## config.mk

```make
export PLATFORM = sky130hd
export DESIGN_NAME = mpq_cell
export DESIGN_NICKNAME = d
export VERILOG_FILES = /design/src/min_priority_queue_core_defines.svh /design/src/mpq_pkg.sv /design/src/mpq_cell.sv
export SDC_FILE = /design/constraint.sdc
export NUM_CORES = 1
export LEC_CHECK = 0
export BUFFER_PORTS_ARGS = -buffer_cell sky130_fd_sc_hd__buf_4
export CAP_MARGIN = 20
export CORE_UTILIZATION = 30
export CTS_CLUSTER_SIZE = 40
export DETAILED_ROUTE_END_ITERATION = 6
export HOLD_SLACK_MARGIN = 0.12
export PLACE_DENSITY_LB_ADDON = 0.08
export SLEW_MARGIN = 30
export SYNTH_ARGS = -nofsm -noshare
export SYNTH_HDL_FRONTEND = slang
export SYNTH_SLANG_ARGS = --single-unit
export TNS_END_PERCENT = 5
```

## constraint.sdc

```tcl
create_clock -name clk -period 3.7 [get_ports clk]
set_input_delay 0.185 -clock clk [delete_from_list [all_inputs] [get_ports clk]]
set_output_delay 0.185 -clock clk [all_outputs]
set_load 0.05 [all_outputs]
```

## src/min_priority_queue_core_defines.svh

```systemverilog
// Assertion macros used by the priority queue core.
`ifndef MIN_PRIORITY_QUEUE_CORE_DEFINES_SVH
`define MIN_PRIORITY_QUEUE_CORE_DEFINES_SVH

`ifndef SYNTHESIS
`define MPQ_ASSERT_NOW(label, ante, cons, msg) \
    label: assert property (@(posedge clk) disable iff (!rst_n) (ante) |-> (cons)) \
        else $error(msg);
`define MPQ_ASSERT_NEXT(label, ante, cons, msg) \
    label: assert property (@(posedge clk) disable iff (!rst_n) (ante) |=> (cons)) \
        else $error(msg);
`else
`define MPQ_ASSERT_NOW(label, ante, cons, msg)
`define MPQ_ASSERT_NEXT(label, ante, cons, msg)
`endif

`endif

```

## src/mpq_pkg.sv

```systemverilog
// Types, codes and constants of the priority queue.
package mpq_pkg;

    localparam int unsigned MPQ_DEPTH = 128;
    localparam int unsigned DATA_W    = 32;
    localparam int unsigned STATUS_W  = 2;
    localparam int unsigned OCC_W     = 8;

    localparam logic OP_INSERT = 1'b0;
    localparam logic OP_DELETE = 1'b1;

    localparam logic [STATUS_W-1:0] ST_INSERTED  = 2'd0;
    localparam logic [STATUS_W-1:0] ST_OVERFLOW  = 2'd1;
    localparam logic [STATUS_W-1:0] ST_DELETED   = 2'd2;
    localparam logic [STATUS_W-1:0] ST_UNDERFLOW = 2'd3;

    typedef struct packed {
        logic signed [DATA_W-1:0] value;
        logic signed [DATA_W-1:0] prio;
    } entry_t;

    typedef struct packed {
        logic   ins;
        logic   del;
        entry_t ent;
    } cell_cmd_t;

endpackage

```

## src/mpq_cell.sv

```systemverilog
// One cell of the sorted chain: holds an entry and shifts or takes a new one.
module mpq_cell #(
    parameter int unsigned IDX   = 0,
    parameter int unsigned CNT_W = 8
) (
    input  logic               clk,
    input  mpq_pkg::cell_cmd_t cmd,
    input  logic [CNT_W-1:0]   count,
    input  logic               prev_keep,
    input  mpq_pkg::entry_t    prev_ent,
    input  mpq_pkg::entry_t    next_ent,
    output mpq_pkg::entry_t    ent,
    output logic               keep
);
    import mpq_pkg::*;

    localparam logic [CNT_W-1:0] IDX_C = CNT_W'(IDX);

    entry_t data_reg;
    entry_t data_next;
    logic   occupied;

    // An occupied cell whose priority is not above the new one keeps its entry.
    assign occupied = (count > IDX_C);
    assign keep     = occupied && !($signed(cmd.ent.prio) < $signed(data_reg.prio));
    assign ent      = data_reg;

    always_comb
    begin
        data_next = data_reg;
        if (cmd.ins)
        begin
            if (!keep)
            begin
                if (prev_keep)
                begin
                    data_next = cmd.ent;
                end
                else
                begin
                    data_next = prev_ent;
                end
            end
        end
        else if (cmd.del)
        begin
            data_next = next_ent;
        end
    end

    always_ff @(posedge clk)
    begin
        data_reg <= data_next;
    end

endmodule
```

==> impl_metrics.py <==
metrics = {
    "critical_path": {
        "critPathBufInv": 2,
        "r2r_end": "ent[39]",
        "end_kind": "flip-flop",
        "cpMaxStageDelayCell": "and3_2",
        "reg2reg_slack_ps": 910,
        "crit_chain": "inv_1 -> ha_1 -> nand4_2 -> nor4_4 -> nand2_1 -> o211ai_2 -> nand4bb_1 -> and3_2 -> buf_12",
        "crit_family": "simple AND/OR/NAND/NOR gates",
        "worstPathArrival_ps": 2820,
        "critPathMaxFanout": 24,
        "reg2regPathDepth": 9,
        "required_ps": 3730,
        "crit_type": "reg2reg",
        "reg2reg_from": "ent[31]",
        "max_stage_delay_ps": 560,
        "start_kind": "flip-flop",
    },
    "synthesis": {
        "syn_inst": 399,
        "synth.yosys.seq_area_share": 0.4670,
        "synthMuxAreaShare": 0.1581,
        "ys.flop_type": "edfxtp_1",
        "synth_edf_count": 64,
        "synth_simple_gate_area_frac": 0.1070,
        "syn-cell-area_um2": 4115,
        "synthAdderAreaFrac": 0.09425,
        "ys_async_sr_fraction": 0,
        "syn_avg_cell_area_um2": 10.31,
        "syn-num-nets": 634,
        "synth_compound_area_frac": 0.1231,
        "synthXorXnorAreaFrac": 0,
        "synth_top_family_by_area": "multiplexers",
        "yosys_warnings": 0,
        "ys_types": 30,
        "ys_ff_latch": 64,
    },
    "floorplanning": {
        "die_h_um": 119.1,
        "rows": 42,
        "ios": 269,
        "dieArea_um2": 14190,
        "core-area_um2": 13300,
        "start_util": 0.3095,
        "die_x_um": 119.1,
    },
    "final_layout": {
        "final_common_cell": "buf_4",
        "diodes": 0,
        "num-nets-final": 897,
        "multi_input_area_um2": 1987,
        "areaGrowthSynthToFinish_pct": 60.54,
        "layout-drive-gt1-share": 0.4408,
        "largest_reg_flops": 64,
        "postLayoutCoreUtil": 0.4969,
        "fillers": 1267,
        "register_area_um2": 1922,
        "final_cell_mix": "271 x buf_4, 76 x a21oi_1, 69 x nor2_1",
    },
    "sta": {
        "finalSetupTns_ps": 0,
        "slew_violations": 0,
        "setup_viol": 0,
        "whs_ps": 175.0,
        "relSlewSlack": 0.4938,
        "fin_crit_sh": 0.7552,
        "fin_skew_ps": 7.101,
        "worstMarginPinSlew_ps": 759.4,
        "rsz0062_at_grt": "false",
        "worst_slack_ps": 905.8,
        "timing.fmax_mhz": 357.9,
        "hold_viol": 0,
        "fin_crit_ps": 2794,
    },
    "cts": {
        "ctsRootBufferMaster": "clkbuf_16",
        "h-tree-depth": 3,
        "ctsHoldBuffers": 0,
        "cts_buffer_depth": 2,
        "cts_sinks": 64,
        "postCtsSetupBuffers": 0,
        "cts-resized-gates": 0,
        "clk_pin_slew_worst_paths_ps": 50,
        "cts_tree": "yes",
        "clk_latency_ps": 330,
        "numCtsBuffers": 9,
    },
    "global_routing": {
        "grt_use_total": 0.1785,
        "antenna_found_initial": 0,
        "grt_max_degree": 81,
        "grt_pass1_vias": 3910,
        "grt.overflow.total": 0,
        "grt_pass1_wl_um": 19420,
    },
    "run_status": {
        "outcome": "finished clean",
    },
    "routing": {
        "wl_um": 12490,
        "dr.pass1.iters": 4,
        "routedWlPerCell_um": 14.81,
        "drt_iter0_drc": 114,
        "ant_nets": 0,
        "num_vias": 3789,
        "vias_per_cell": 4.495,
        "drc_errors": 0,
    },
    "power": {
        "power_density_nw_per_um2": 442.4,
        "max-vdd-ir-drop_uv": 213.4,
        "power.leakage_nw": 3.239,
        "p_total_mw": 2.923,
    },
    "placement": {
        "io_buffers": 268,
        "dp_slack_ps": 870.7,
        "place_congestion": 0.8082,
        "hpwl_um": 10220,
    },
    "hold_path": {
        "holdPathStages": 3,
        "hold_end": "ent[5]",
        "min_path_type": "in2reg",
        "hold_path.startpoint": "next_ent[5]",
    },
    "flow_run": {
        "max-cap-violations": 0,
    },
}
[layout make-up]
cell class                 instances  area share
timing repair buffer             273      0.3140
multi-input combinational        282      0.3008
sequential                        64      0.2909
clock buffer                      13     0.03636
tap                              176     0.03333
inverter                          32     0.01818
clock inverter                     3    0.006439
[metal layers]
metal  global-route usage  share of wire
met5                    0              0
met3              0.06561          0.098
met2               0.3096           0.48
met1               0.1981           0.40
met4              0.06646          0.017
[worst max path at each step]
| stage | from | cells after the start | slack [ps] | end |
|---|---|---|---|---|
| final | ent[31] | 9 | 910 | ent[39] |
| after global routing | ent[31] | 9 | 660 | ent[40] |
| after CTS | ent[31] | 9 | 840 | ent[39] |
| after detailed placement | ent[31] | 9 | 870 | ent[39] |
| after global placement | ent[31] | 9 | 950 | ent[45] |
| after floorplan | ent[31] | 8 | 530 | ent[0] |
[Yosys cell counts (2+ instances only)]
cell type,number,area share
nand2_1,12,0.011
buf_1,6,0.0055
mux2i_1,65,0.16
ha_1,31,0.094
and3_1,2,0.0030
nor2_1,69,0.063
inv_1,32,0.029
nand4_1,3,0.0046
buf_2,7,0.0085
nand3_1,2,0.0024
o21ai_0,4,0.0049
edfxtp_1,64,0.47
clkbuf_1,8,0.0073
a21oi_1,76,0.092
a31oi_1,2,0.0030
nor4_1,2,0.0030
[cells by family after synthesis]
kind of cell	after synthesis
flip-flops	64
buffers and inverters	53
AND/OR/NAND/NOR	96
AO/OA/AOI/OAI	90
multiplexers	65
adder cells (fa/ha/maj)	31
[worst register-to-register path, delay by kind of cell (launching register included)]
kind,cells,cell delay (ps)
adder cells (fa/ha/maj),1,390
flip-flops,1,340
buffers and inverters,2,310
AND/OR/NAND/NOR,5,1350
AO/OA/AOI/OAI,1,100
[per-stage QoR]
stage,instance area (um^2),std cells
finish,6606,843
global route,6606,843
CTS,6606,843
detailed placement,6324,827
global placement,6324,827
floorplan,4116,399
[power by group]
part / switching (mW) / internal [mW]
combinational: 0.702 / 0.422
sequential: 0.0401 / 0.945
clock: 0.293 / 0.521
total: 1.04 / 1.89
(Power assumes the default switching activity.)
